[config.mk]
export PLATFORM = sky130hd
export DESIGN_NAME = bpa_free_cnt
export DESIGN_NICKNAME = d
export VERILOG_FILES = /design/src/rtl/bpa_pkg.sv /design/src/rtl/bpa_free_cnt.sv
export SDC_FILE = /design/constraint.sdc
export NUM_CORES = 1
export LEC_CHECK = 0
export BUFFER_PORTS_ARGS = -buffer_cell sky130_fd_sc_hd__clkbuf_2
export CORE_ASPECT_RATIO = 0.5
export CORE_MARGIN = 2
export CORE_UTILIZATION = 45
export CTS_CLUSTER_SIZE = 30
export DETAILED_ROUTE_END_ITERATION = 7
export HOLD_SLACK_MARGIN = 0.1
export PLACE_DENSITY = 0.72
export SETUP_SLACK_MARGIN = 0.05
export SYNTH_ARGS = -nofsm -noshare
export SYNTH_HDL_FRONTEND = slang
export SYNTH_SLANG_ARGS = --single-unit
[constraint.sdc]
create_clock -name clk -period 6.1 [get_ports clk]
set_input_delay 1.22 -clock clk [delete_from_list [all_inputs] [get_ports clk]]
set_output_delay 1.22 -clock clk [all_outputs]
set_load 0.01 [all_outputs]
[src/rtl/bpa_pkg.sv]
`timescale 1ns / 1ps
// ----------------------------------------------------------------------------
// Buddy page allocator package
// Shared widths, command and status codes, counter file controls and helpers.
// ----------------------------------------------------------------------------
package bpa_pkg;

  localparam int RANK_LIMIT_DEF = 11;
  localparam int PAGE_BITS_DEF  = 12;

  localparam int CMD_W  = 3;
  localparam int RANK_W = 5;
  localparam int ADDR_W = 22;
  localparam int CNT_W  = 11;
  localparam int STAT_W = 2;
  localparam int CODE_W = 6;

  localparam logic [CNT_W-1:0] PAGE_COUNT_RST = 11'd1024;

  typedef enum logic [CMD_W-1:0] {
    CMD_INIT  = 3'd0,
    CMD_ALLOC = 3'd1,
    CMD_FREE  = 3'd2,
    CMD_QRANK = 3'd3,
    CMD_QCNT  = 3'd4
  } cmd_t;

  typedef enum logic [STAT_W-1:0] {
    ST_OK      = 2'd0,
    ST_INVALID = 2'd1,
    ST_NOSPACE = 2'd2
  } status_t;

  typedef enum logic [1:0] {
    FC_NONE  = 2'd0,
    FC_INC   = 2'd1,
    FC_DEC   = 2'd2,
    FC_CLEAR = 2'd3
  } fc_op_t;

  typedef struct packed {
    fc_op_t              op;
    logic [RANK_W-1:0]   idx;
  } fc_ctrl_t;

  // Number of significant bits of a value: the rank of the largest block that fits.
  function automatic logic [RANK_W-1:0] bit_len(input logic [15:0] v);
    logic [RANK_W-1:0] r;
    r = '0;
    for (int i = 0; i < 16; i++) begin
      if (v[i]) begin
        r = RANK_W'(i + 1);
      end
    end
    return r;
  endfunction

endpackage

[src/rtl/bpa_free_cnt.sv]
`timescale 1ns / 1ps
// ----------------------------------------------------------------------------
// Free block counter file
// One counter per rank with increment, decrement, clear and one read port.
// ----------------------------------------------------------------------------
module bpa_free_cnt
  import bpa_pkg::*;
#(
  parameter int RANK_LIMIT = RANK_LIMIT_DEF
) (
  input  logic              clk,
  input  logic              rst,
  input  fc_ctrl_t          ctrl,
  input  logic [RANK_W-1:0] rd_idx,
  output logic [CNT_W-1:0]  rd_data
);

  localparam int IW = $clog2(RANK_LIMIT + 1);

  logic [CNT_W-1:0] cnt [RANK_LIMIT + 1];

  always_ff @(posedge clk) begin
    if (rst || ctrl.op == FC_CLEAR) begin
      for (int i = 0; i <= RANK_LIMIT; i++) begin
        cnt[i] <= '0;
      end
    end else begin
      unique case (ctrl.op)
        FC_INC:  cnt[ctrl.idx[IW-1:0]] <= cnt[ctrl.idx[IW-1:0]] + 1'b1;
        FC_DEC:  cnt[ctrl.idx[IW-1:0]] <= cnt[ctrl.idx[IW-1:0]] - 1'b1;
        default: ;
      endcase
    end
  end

  assign rd_data = (32'(rd_idx) <= RANK_LIMIT) ? cnt[rd_idx[IW-1:0]] : '0;

endmodule

==> results.ini <==
[routing]
dr.pass1.iters=6
antenna_left=0
vias=5530
wirelength_um=21800
via_per_inst=6.12
drt_iter0_drc=656
wl_per_cell_um=24.1
drc=0

[timing]
relSlewSlack=0.131
fin_crit_sh=0.833
tightest_slew_ns=1.29
period_needed_ns=5.08
setup_violations=0
finalHoldViolCount=0
setup_tns_ns=0
slew_violations=0
fin_worst_skew_ns=0.0122
rsz0062_at_grt=false
max_freq_ghz=0.197

[worst_setup_path]
cp_slowest_stage_delay_ns=0.64
crit_fanout=43
worst-path-stages=13
path_cells=buf_4 -> mux4_2 -> a22oi_1 -> nand3_1 -> xnor2_1 -> ha_1 -> nand2_1 -> and4b_1 -> a2111oi_4 -> o211ai_1 -> nand3_1 -> buf_4 -> a21oi_1
r2r_start=cnt[7][1]$_SDFFCE_PN0P_
cp-endpoint=cnt[0][10]$_SDFFCE_PN0P_
reg2reg_slack_ns=2.22
critPathTopFamily=compound AO/OA/AOI/OAI gates
reg2reg_to=cnt[0][10]$_SDFFCE_PN0P_
cpMaxStageDelayCell=buf_4
critPathKind=in2reg
rr_worst_depth=12
worstSetupStartpoint=ctrl[0]
cp-start-kind=primary input
crit_path_end_kind=flop
cp.arrival_ns=5.25
path_buf_inv=2
crit_required_ns=6.27

[global_route]
met1_usage=0.295
use_met3=0.0702
grt_pass1_wl_um=32700
antenna_found_initial=0
busiest_layer=met2
grt_max_degree=44
grt_overflow_total=0
grtUsageMet2=0.333
grt_usage=0.216
grt_pass1_vias=5441

[job]
maxCapViolCount=0

[final_layout]
fillers=1579
ff_latch_area_mm2=0.00529
regMostFlops=cnt
final_nets=644
area_growth_syn_to_layout_pct=10.3
layout-drive-gt1-share=0.256
largest_reg_flops=176
diodes=0
reg.largest.list=cnt (176)
multiInputGateArea_mm2=0.00343

[clock_tree]
hold_buffers=0
clock_latency_ns=0.44
cts_buffers=17
cts_tree=done
ctsResizeCount=0
clockRootBuffer=clkbuf_16
cts_sinks=176
ctsLongestPathBuffers=2
h-tree-depth=4
clk_pin_slew_ns=0.07
postCtsSetupBuffers=0

[power_and_ir_drop]
p_leak_nw=3.57
finalPower_mw=2.93
power.density_mw_per_mm2=296
ir_drop_v=0.000129

[logic_synthesis]
yosysTopAreaCell=edfxtp_1
synth_area_mm2=0.00899
yosysMostFrequentCell=edfxtp_1
yosys-top-cells-count=edfxtp_1, nor2_1, mux4_2, nand2_1, clkbuf_1
synthesis.nets=642
synth_edf_count=176
synthArstFlopShare=0
synth_top_area_frac=0.588
syn_avg_cell_area_um2=14.4
ys_ff_latch=176
synth_top_flop_cell=edfxtp_1
yosysWarnings=0
synthCells=623
yosysSeqAreaShare=0.588
synth.distinct_cells=47
synth_area_leaders=edfxtp_1, mux4_2, nor2_1, nand2_1, clkbuf_1

[floorplanning]
coreArea_mm2=0.0195
ios=25
die_x_um=204
die_area_mm2=0.0212
start_util=0.461
die-height_um=104
placement_rows=36

[worst_hold_path]
worstHoldStart=cnt[12][10]$_DFFE_PP_
hold_path.class=reg2reg

[status]
outcome=finished clean

[placed_design]
portBuffers=23
place.gp.congestion=0.924
hpwlAfterDp_um=14500

[cell type report]
class	count	area share
tap	266	0.0336
timing repair buffer	37	0.0237
clock buffer	17	0.0429
inverter	11	0.00416
clock inverter	14	0.0163
sequential	176	0.533
multi-input combinational	382	0.346
[cells in the final DEF, fill, tap and decap left out, drive strengths merged, types with 3 or more instances in the layout]
| cell type | Yosys | layout |
|---|---|---|
| nor2b | 3 | 3 |
| nand3 | 10 | 10 |
| edfxtp | 176 | 176 |
| buf | 19 | 15 |
| ha | 5 | 5 |
| a22oi | 4 | 4 |
| a21oi | 25 | 25 |
| clkinv | 1 | 6 |
| bufinv | 0 | 3 |
| inv | 10 | 14 |
| o21ai | 3 | 3 |
| nand2 | 37 | 37 |
| nor2 | 152 | 152 |
| and3 | 5 | 5 |
| xor2 | 5 | 5 |
| xnor2 | 6 | 6 |
| a21o | 4 | 4 |
| mux2i | 13 | 13 |
| clkbuf | 35 | 39 |
| mux4 | 83 | 83 |
[layer usage]
layer,up-vias,wire [µm]
li1,2376,-
met1,2823,8450
met2,298,10200
met3,33,2700
met4,0,401
met5,-,0
[worst min-delay path: stages, from the launching register on]
cell and delay (ns):
edfxtp_1 0.31, mux4_2 0.22, mux2i_1 0.06, nand2_1 0.06, o21ai_0 0.09, nand3_1 0.28, a21oi_2 0.08
[cell families (layout without fill, tap and decap cells)]
family / count (synthesis) / after routing / synth area share
AND/OR/NAND/NOR: 220 / 220 / 0.100
adder cells (fa/ha/maj): 5 / 5 / 0.00696
multiplexers: 98 / 98 / 0.225
flip-flops: 176 / 176 / 0.588
XOR/XNOR: 11 / 11 / 0.0107
buffers and inverters: 65 / 79 / 0.0302
AO/OA/AOI/OAI: 48 / 48 / 0.0388
[power breakdown]
| part | internal [mW] | switching (mW) | leakage, nW |
|---|---|---|---|
| clock | 0.641 | 0.467 | 0.283 |
| combinational | 0.147 | 0.254 | 1.47 |
| sequential | 1.40 | 0.0232 | 1.81 |
[per-stage QoR]
step	hold slack [ns]	util	area [µm²]	setup slack, ns	instances
2_1_floorplan	1.01	-	8990	0.814	623
3_3_place_gp	1.24	0.478	9330	0.696	872
3_5_place_dp	1.27	0.478	9330	0.582	872
4_1_cts	1.28	0.508	9910	1.04	903
5_1_grt	1.35	0.508	9910	0.757	903
6_report	1.28	0.508	9910	1.02	903
[worst min path at each step]
| stage | end | slack [ns] | depth (start not counted) |
|---|---|---|---|
| floorplan | cnt[3][4]$_SDFFCE_PN0P_ | 1.01 | 5 |
| global placement | cnt[12][1]$_DFFE_PP_ | 1.24 | 5 |
| detailed placement | cnt[9][3]$_SDFFCE_PN0P_ | 1.27 | 6 |
| CTS | cnt[5][3]$_SDFFCE_PN0P_ | 1.28 | 6 |
| global route | cnt[3][0]$_SDFFCE_PN0P_ | 1.35 | 3 |
| finish | cnt[10][10]$_SDFFCE_PN0P_ | 1.28 | 6 |
No activity file was read; power rests on OpenSTA's default activity.
