## src/rtl/bpa_ram.sv

```systemverilog
`timescale 1ns / 1ps
// ----------------------------------------------------------------------------
// Generic RAM
// One write port and one read port with registered read data.
// ----------------------------------------------------------------------------
module bpa_ram #(
  parameter int WIDTH = 8,
  parameter int DEPTH = 16,
  localparam int AW = (DEPTH > 1) ? $clog2(DEPTH) : 1
) (
  input  logic             clk,
  input  logic             we,
  input  logic [AW-1:0]    waddr,
  input  logic [WIDTH-1:0] wdata,
  input  logic [AW-1:0]    raddr,
  output logic [WIDTH-1:0] rdata
);

  logic [WIDTH-1:0] mem [DEPTH];

  always_ff @(posedge clk) begin
    if (we) begin
      mem[waddr] <= wdata;
    end
    rdata <= mem[raddr];
  end

endmodule

```

## config.mk

```make
export PLATFORM = sky130hd
export DESIGN_NAME = bpa_ram
export DESIGN_NICKNAME = d
export VERILOG_FILES = /design/src/rtl/bpa_ram.sv
export SDC_FILE = /design/constraint.sdc
export NUM_CORES = 1
export LEC_CHECK = 0
export BUFFER_PORTS_ARGS = -buffer_cell sky130_fd_sc_hd__buf_2
export CAP_MARGIN = 0
export CORE_MARGIN = 5
export CORE_UTILIZATION = 29
export DETAILED_ROUTE_END_ITERATION = 6
export PLACE_DENSITY_LB_ADDON = 0.3
export RECOVER_POWER = 25
export SLEW_MARGIN = 15
export SYNTH_ARGS = -nofsm -noshare
export SYNTH_HDL_FRONTEND = slang
export SYNTH_SLANG_ARGS = --single-unit
```

## constraint.sdc

```tcl
create_clock -name clk -period 3.4 [get_ports clk]
set_input_delay 0.85 -clock clk [delete_from_list [all_inputs] [get_ports clk]]
set_output_delay 0.85 -clock clk [all_outputs]
set_load 0.1 [all_outputs]
```

==> results of run 1 <==
-- layout make-up --
class / instances / share of cell area, %
clock buffer: 17 / 6.847
clock inverter: 15 / 2.859
multi-input combinational: 83 / 17.02
sequential: 136 / 64.44
tap: 225 / 4.531
timing repair buffer: 45 / 4.309
-- flip-flops by register name, summed over array words and instances, names as in the netlist --
signal / count
mem: 128
rdata: 8
-- cell usage after synthesis --
master / instances / area (sq um)
a22oi_1: 16 / 120.1
edfxtp_1: 128 / 3844
nor2b_1: 1 / 6.260
nand3_1: 1 / 5.000
nand2b_1: 2 / 12.51
mux4_2: 18 / 405.4
and2_1: 1 / 6.260
clkdlybuf4s25_2: 3 / 30.03
and2b_1: 1 / 7.510
buf_2: 3 / 15.01
buf_4: 1 / 7.510
nand3b_1: 2 / 15.01
nor2_1: 13 / 48.80
nor3_1: 4 / 20.02
or3b_2: 1 / 8.760
nand2_1: 9 / 33.78
buf_6: 3 / 33.78
mux4_1: 14 / 367.9
dfxtp_1: 8 / 160.2
-- stage by stage --
| stage | hold WS [ns] | area (sq um) | util [%] | instances |
|---|---|---|---|---|
| final | 0.6692 | 6213 | 35.80 | 521 |
| after detailed placement | 0.6583 | 5618 | 32.37 | 489 |
| after floorplan | 0.6293 | 5147 | - | 229 |
| after global routing | 0.7004 | 6213 | 35.80 | 521 |
| after CTS | 0.6717 | 6221 | 35.84 | 521 |
| after global placement | 0.6528 | 5618 | 32.37 | 489 |
-- power groups by stage --
stage / registers (mW) / logic, mW / clock network, mW
final: 1.89 / 0.255 / 1.84
after global routing: 1.89 / 0.271 / 1.96
after CTS: 1.89 / 0.261 / 1.88
after detailed placement: 1.92 / 0.260 / 0
after global placement: 1.92 / 0.255 / 0
after floorplan: 2.00 / 0.0951 / 0
-- path summary, 6_finish.rpt --
path,from,end,cells after the start
setup / recovery,raddr[0],rdata[3],5
hold / removal,mem[15][1],rdata[1],3
setup reg to reg,mem[0][2],rdata[2],3
hold reg to reg,mem[15][1],rdata[1],3
-- metal layers --
layer | global-route usage (%) | share of wire (%) | vias to the layer above
met4 | 3.717 | 0.86 | 0
met5 | 0 | 0 | -
met1 | 16.12 | 47 | 1271
met2 | 17.19 | 46 | 68
met3 | 3.248 | 6.3 | 8
li1 | - | - | 1084
-- logic make-up after synthesis --
group / after synthesis / synth area share (%)
muxes: 32 / 15.02
and+or+nand+nor: 35 / 3.184
AOI/OAI and AO/OA: 16 / 2.334
buffers and inverters: 10 / 1.677
DFF: 136 / 77.78
-- worst max-delay path, delay by kind of cell --
| kind | cells | cell delay [ns] |
|---|---|---|
| AND/OR/NAND/NOR | 1 | 0.07 |
| buffers and inverters | 2 | 0.79 |
| AO/OA/AOI/OAI | 1 | 0.21 |
| multiplexers | 1 | 0.58 |
==> reports/metrics.yaml, run 1 <==
run_status:
  status: "finished, final reports clean"
power_and_ir_drop:
  peakVddDrop_uv: 361.9
  p_leak_nw: 2.067
  pwr_density_cell_nw_per_um2: 641.2
  internal-power_mw: 3.100
  pwr-share-clk_pct: 46.3
  combPwrFrac_pct: 6.4
  pwr-share-seq_pct: 47.3
  p_sw_uw: 883.9
  swShare_pct: 22.19
  power.total_mw: 3.984
finish:
  n_fill_cell: 1575
  num-nets-final: 301
  seq_area_sq_um: 4004
  layout-drive-gt1-share_pct: 30.07
  layout_commonest_cell: "edfxtp_1"
  final_cell_mix: "128 x edfxtp_1, 20 x buf_4, 19 x buf_2"
  area_growth_syn_to_layout_pct: 20.71
  antennaDiodeCount: 0
  multi_input_area_sq_um: 1057
setup_path:
  crit_arrival_ns: 2.52
  crit_path_max_fanout: 16
  worst_setup_path_start_kind: "primary input"
  max_stage_delay_ns: 0.58
  critPathKind: "primary input to register"
  cp-end-kind: "register"
  cpMaxStageDelayCell: "mux4_1"
  crit_chain: "buf_2 > buf_4 > mux4_1 > a22oi_1 > nand2_1"
  cp.required_ns: 3.69
  rrSetupSlack_ns: 1.91
floorplanning:
  die_area_sq_um: 20510
  initial_utilization_pct: 29.66
  die_w_um: 143.2
  row_count: 48
  design.core.area_sq_um: 17360
  die_y_um: 143.2
  io_pins: 26
clock_network:
  cts_tree: "yes"
  cts_buffer_depth: 2
  cts_buffers: 17
  clk_pin_slew_ns: 0.05
  post_cts_buffers: 0
  cts_hold_buffers: 0
  clk_latency_ns: 0.41
  clock_sinks: 136
  ctsResizeCount: 0
  htree_levels: 4
  cts-root-buf: "clkbuf_16"
routing:
  viasPerCell: 4.666
  wl_per_cell_um: 21.04
  final_antenna_net_count: 0
  first_pass_iters: 4
  routed_wl_um: 10960
  vias: 2431
  drc: 0
  first_iter_violations: 190
synth:
  yosys_warnings: 0
  synth_area_per_cell_sq_um: 22.48
  syn-cell-area_sq_um: 5147
  synth_nets: 247
  synth_seq_cells: 136
  netlist_instances: 229
  yosysSeqAreaShare_pct: 77.78
  yosysUniqueCellTypes: 19
global_routing:
  grt_max_degree: 26
  antenna_found_initial: 0
  grt_pass1_wl_um: 16490
  track_usage_pct: 11.43
  grt_remaining_overflow: 0
  grt_pass1_vias: 2571
place:
  gp_congestion: 0.7485
  preCtsSetupSlack_ns: 0.6784
  numPortBuffers: 25
  dpl.hpwl_um: 7011
timing:
  finalHoldViolCount: 0
  setup-violations-final: 0
  drv_slew: 0
  tightestPinTransition_ns: 0.8392
  period_needed_ns: 2.225
  fmax_mhz: 449.5
  grt_setup_unrepaired: "no"
  finalWorstSetupSlack_ns: 1.175
  slew_headroom_pct: 43.85
  period_share_pct: 65.44
  fin_worst_skew_ns: 0.009748
  tns_ns: 0
job:
  drv_cap: 0
hold_path:
  hold_class: "register to register"
No activity file was read; power rests on OpenSTA's default activity.
==> inputs of run 2 (changes only) <==
==> constraint.sdc (replaced) <==
create_clock -name clk -period 1.9 [get_ports clk]
set_input_delay 0.475 -clock clk [delete_from_list [all_inputs] [get_ports clk]]
set_output_delay 0.475 -clock clk [all_outputs]
set_load 0.1 [all_outputs]
==> reports/metrics.yaml, run 2 (same netlist as run 1, synthesis figures left out) <==
run_status:
  status: "finished, final reports clean"  # unchanged
power_and_ir_drop:
  power.total_mw: 7.277  # was 3.984 mW
  peakVddDrop_uv: 565.9  # was 361.9 uV
  p_leak_nw: 2.103  # was 2.067 nW
  pwr_density_cell_nw_per_um2: 1157  # was 641.2 nW/um^2
timing:
  slew_headroom_pct: 44.49  # was 43.85%
  fin_worst_skew_ns: 0.009579  # was 0.009748 ns
  tightestPinTransition_ns: 0.8309  # was 0.8392 ns
  fmax_mhz: 586.2
  setup-violations-final: 0  # unchanged
  grt_setup_unrepaired: "no"  # unchanged
  period_share_pct: 89.78
  period_needed_ns: 1.706
  finalHoldViolCount: 0  # unchanged
  drv_slew: 0  # unchanged
  tns_ns: 0  # unchanged
  holdWs_ns: 0.4634  # was 0.6692 ns
floorplanning:
  design.core.area_sq_um: 17360  # unchanged
  row_count: 48  # unchanged
  io_pins: 26  # unchanged
  die_w_um: 143.2  # unchanged
  die_area_sq_um: 20510  # unchanged
  initial_utilization_pct: 29.66  # unchanged
  die_y_um: 143.2  # unchanged
global_routing:
  track_usage_pct: 11.18  # was 11.43%
  grt_pass1_vias: 2605  # was 2571
  grt_pass1_wl_um: 16010  # was 16490 um
  antenna_found_initial: 1  # was 0
  grt_max_degree: 20  # was 26
  grt_remaining_overflow: 0  # unchanged
routing:
  first_pass_iters: 4  # unchanged
  vias: 2405  # was 2431
  final_antenna_net_count: 0  # unchanged
  wl_per_cell_um: 20.22  # was 21.04 um
  viasPerCell: 4.607  # was 4.666
  drc: 0  # unchanged
  first_iter_violations: 153  # was 190
  routed_wl_um: 10560  # was 10960 um
setup_path:
  crit_arrival_ns: 1.23  # was 2.52 ns
  max_stage_delay_ns: 0.45  # was 0.58 ns
  cp-end-kind: "output port"  # was register
  rr_endpoint: "rdata[2]"  # unchanged
  worst_setup_path_start_kind: "register"  # was primary input
  worst-path-buf-inv: 1  # was 2
  cpMaxStageDelayCell: "buf_2"  # was mux4_1
  cp.required_ns: 1.42  # was 3.69 ns
  critPathKind: "register to output port"  # was primary input to register
  r2r-start: "mem[1][2]"  # was mem[0][2]
  crit_path_max_fanout: 1  # was 16
  worstSetupStartpoint: "rdata[6]"  # was raddr[0]
  rrSetupSlack_ns: 0.52  # was 1.91 ns
  cp_top_family: "buffers and inverters"  # unchanged
  reg2reg_depth: 3  # unchanged
  crit_chain: "buf_2"  # was buf_2 > buf_4 > mux4_1 > a22oi_1 > nand2_1
hold_path:
  hold_class: "primary input to register"  # was register to register
  holdPathEnd: "mem[7][6]"  # was rdata[1]
  holdPathStages: 1  # was 3
  hp-start: "wdata[6]"  # was mem[15][1]
clock_network:
  cts_buffers: 17  # unchanged
  cts_buffer_depth: 2  # unchanged
  htree_levels: 4  # unchanged
  clk_pin_slew_ns: 0.06  # was 0.05 ns
  cts_tree: "yes"  # unchanged
  post_cts_buffers: 0  # unchanged
  cts-root-buf: "clkbuf_16"  # unchanged
  clock_sinks: 136  # unchanged
  ctsResizeCount: 0  # unchanged
  clk_latency_ns: 0.41  # about the same
  cts_hold_buffers: 0  # unchanged
finish:
  num-nets-final: 302  # was 301
  regMostFlops: "mem"  # unchanged
  layout-drive-gt1-share_pct: 28.28  # was 30.07%
  reg_top3: "mem: 128 flops, rdata: 8 flops"  # unchanged
  design_area_sq_um: 6291  # was 6213 sq um
  final_cell_mix: "128 x edfxtp_1, 19 x buf_2, 18 x mux4_2"  # was 128 x edfxtp_1, 20 x buf_4, 19 x buf_2
  final_util_pct: 36.25  # was 35.80%
  n_fill_cell: 1557  # was 1575
  area_growth_syn_to_layout_pct: 22.22  # was 20.71%
  layout_commonest_cell: "edfxtp_1"  # unchanged
  largest_register_ffs: 128  # unchanged
  antennaDiodeCount: 0  # unchanged
place:
  numPortBuffers: 25  # unchanged
  dpl.hpwl_um: 6827  # was 7011 um
  placed_cell_area_sq_um: 5680  # was 5618 sq um
  gp_congestion: 0.6803  # was 0.7485
job:
  drv_cap: 0  # unchanged
## run 2: final cells by class
type | instances | area (sq um) | area share, %
sequential | 136 | 4004 | 63.64
multi-input combinational | 83 | 1062 | 16.89
clock buffer | 21 | 440.4 | 7.001
timing repair buffer | 46 | 325.3 | 5.171
tap | 225 | 281.5 | 4.475
clock inverter | 11 | 177.7 | 2.824
## run 2: how the worst max path moves through the flow
stage	to	slack [ns]	cells after the start
global placement	rdata[2]	-0.04	5
CTS	rdata[6]	0.14	1
global route	rdata[6]	0.13	1
floorplan	mem[3][0]	0.16	2
finish	rdata[6]	0.19	1
detailed placement	rdata[2]	-0.04	5
## run 2: metal layers
metal  vias to the layer above  share of wire [%]  global-route usage (%)
met1                      1258                 43                   14.11
met4                         2               0.50                   3.865
met3                         8                5.7                   4.320
met2                        54                 50                   17.71
li1                       1083                  -                       -
met5                         -               0.19                       0
## run 2: power by group
part | internal (mW) | total (mW) | switching, mW
combinational | 0.140 | 0.462 | 0.321
sequential | 3.36 | 3.38 | 0.0190
clock | 2.31 | 3.44 | 1.13
total | 5.80 | 7.28 | 1.47
## run 2: per-stage QoR
| stage | setup WS [ns] | cells |
|---|---|---|
| CTS | 0.1356 | 522 |
| global placement | -0.03588 | 490 |
| global route | 0.1341 | 522 |
| detailed placement | -0.03878 | 490 |
| finish | 0.1941 | 522 |
| floorplan | 0.1589 | 229 |
==> inputs of run 3 (changes only) <==
--- a/config.mk
+++ b/config.mk
@@ -7,6 +7,8 @@
 export LEC_CHECK = 0
 export BUFFER_PORTS_ARGS = -buffer_cell sky130_fd_sc_hd__buf_2
 export CAP_MARGIN = 0
+export CELL_PAD_IN_SITES_DETAIL_PLACEMENT = 0
+export CELL_PAD_IN_SITES_GLOBAL_PLACEMENT = 2
 export CORE_MARGIN = 5
 export CORE_UTILIZATION = 29
 export DETAILED_ROUTE_END_ITERATION = 6
==> reports/metrics.yaml, run 3 (same netlist as run 1, synthesis figures left out) <==
run_status:
  status: "finished, final reports clean"  # unchanged
routing:
  first_iter_violations: 149  # was 153
  routed_wl_um: 10550  # was 10560 um
  wl_per_cell_um: 20.13  # was 20.22 um
  final_antenna_net_count: 0  # unchanged
  first_pass_iters: 4  # unchanged
  viasPerCell: 4.645  # was 4.607
  drc: 0  # unchanged
  vias: 2434  # was 2405
job:
  drv_cap: 0  # unchanged
finish:
  num-nets-final: 305  # was 302
  layout-drive-gt1-share_pct: 29.77  # was 28.28%
  final_cell_mix: "128 x edfxtp_1, 22 x buf_4, 19 x buf_2"  # was 128 x edfxtp_1, 19 x buf_2, 18 x mux4_2
  area_growth_syn_to_layout_pct: 21.61  # was 22.22%
  layout_commonest_cell: "edfxtp_1"  # unchanged
  largest_register_ffs: 128  # unchanged
  regMostFlops: "mem"  # unchanged
  antennaDiodeCount: 0  # unchanged
  reg_top3: "mem: 128 flops, rdata: 8 flops"  # unchanged
  design_area_sq_um: 6260  # was 6291 sq um
power_and_ir_drop:
  power.total_mw: 7.082  # was 7.277 mW
  pwr_density_cell_nw_per_um2: 1131  # was 1157 nW/um^2
  p_leak_nw: 2.105  # was 2.103 nW
  peakVddDrop_uv: 562.6  # was 565.9 uV
timing:
  tightestPinTransition_ns: 0.9545  # was 0.8309 ns
  drv_slew: 0  # unchanged
  finalHoldViolCount: 0  # unchanged
  setup-violations-final: 0  # unchanged
  fin_worst_skew_ns: 0.005509  # was 0.009579 ns
  grt_setup_unrepaired: "no"  # unchanged
  slew_headroom_pct: 36.13  # was 44.49%
  period_needed_ns: 1.656  # was 1.706 ns
  fmax_mhz: 603.8  # was 586.2 MHz
  period_share_pct: 87.17  # was 89.78%
place:
  placed_cell_area_sq_um: 5678  # was 5680 sq um
  dpl.hpwl_um: 6864  # was 6827 um
  numPortBuffers: 25  # unchanged
  gp_congestion: 0.6892  # was 0.6803
floorplanning:
  die_y_um: 143.2  # unchanged
  initial_utilization_pct: 29.66  # unchanged
  die_w_um: 143.2  # unchanged
  row_count: 48  # unchanged
  die_area_sq_um: 20510  # unchanged
  design.core.area_sq_um: 17360  # unchanged
  io_pins: 26  # unchanged
setup_path:
  crit_path_max_fanout: 1  # unchanged
  max_stage_delay_ns: 0.44  # was 0.45 ns
  worst-path-buf-inv: 1  # unchanged
  rrSetupSlack_ns: 0.48  # was 0.52 ns
  cp-end-kind: "output port"  # unchanged
  cp.required_ns: 1.42  # about the same
  crit_arrival_ns: 1.18  # was 1.23 ns
  critPathKind: "register to output port"  # unchanged
  cp_num_cells: 1  # unchanged
  r2r-start: "mem[3][6]"  # was mem[1][2]
  cpMaxStageDelayCell: "buf_2"  # unchanged
  worstSetupStartpoint: "rdata[4]"  # was rdata[6]
  worst_setup_path_start_kind: "register"  # unchanged
  crit_chain: "buf_2"  # unchanged
  rr_endpoint: "rdata[6]"  # was rdata[2]
  cp_top_family: "buffers and inverters"  # unchanged
  worstSetupEndpoint: "rdata[4]"  # was rdata[6]
  reg2reg_depth: 3  # unchanged
clock_network:
  clk_latency_ns: 0.40  # was 0.41 ns
  ctsResizeCount: 0  # unchanged
  cts_buffer_depth: 2  # unchanged
  cts_buffers: 17  # unchanged
  clk_pin_slew_ns: 0.05  # was 0.06 ns
  cts-root-buf: "clkbuf_16"  # unchanged
  htree_levels: 4  # unchanged
  cts_tree: "yes"  # unchanged
  cts_hold_buffers: 0  # unchanged
  clock_sinks: 136  # unchanged
  post_cts_buffers: 0  # unchanged
global_routing:
  grt_remaining_overflow: 0  # unchanged
  antenna_found_initial: 0  # was 1
  grt_max_degree: 22  # was 20
  grt_pass1_wl_um: 16060  # was 16010 um
  grt_pass1_vias: 2623  # was 2605
  track_usage_pct: 11.32  # was 11.18%
hold_path:
  hold_class: "primary input to register"  # unchanged
run 3: power by group:
part	switching (mW)	internal [mW]
Clock	1.09	2.15
Combinational	0.324	0.140
Sequential	0.0164	3.36
Total	1.43	5.65
run 3: worst min path at each step:
stage | from | endpoint | slack [ns] | cells after the start
after floorplan | wdata[0] | mem[0][0] | 0.57 | 0
after global placement | mem[11][2] | rdata[2] | 0.66 | 3
after detailed placement | mem[14][2] | rdata[2] | 0.66 | 3
after CTS | wdata[7] | mem[5][7] | 0.44 | 1
after global routing | wdata[5] | mem[2][5] | 0.46 | 1
final | wdata[3] | mem[8][3] | 0.48 | 1
run 3: through the flow:
step | TNS, ns | setup slack, ns | cells | util [%] | hold WS [ns]
after floorplan | 0 | 0.1589 | 229 | - | 0.5739
after global placement | -0.2680 | -0.1271 | 493 | 32.71 | 0.6579
after detailed placement | -0.2753 | -0.1229 | 493 | 32.71 | 0.6580
after CTS | 0 | 0.2023 | 524 | 36.11 | 0.4399
after global routing | 0 | 0.1941 | 524 | 36.07 | 0.4634
final | 0 | 0.2438 | 524 | 36.07 | 0.4772
run 3: cell type report:
cell class,instances,area (sq um)
repair buffers,49,322.8
well taps,225,281.5
multi-input cells,83,1062
flip-flops and latches,136,4004
fillers,1593,11100
clock inverters,13,160.2
clock buffers,18,429.2
run 3: metal layers:
| metal | up-vias | track usage, % | wire length (um) |
|---|---|---|---|
| met3 | 6 | 3.583 | 420 |
| met4 | 0 | 4.807 | 121 |
| met1 | 1288 | 14.04 | 4588 |
| met5 | - | 0 | 0 |
| li1 | 1093 | - | - |
| met2 | 47 | 18.35 | 5416 |
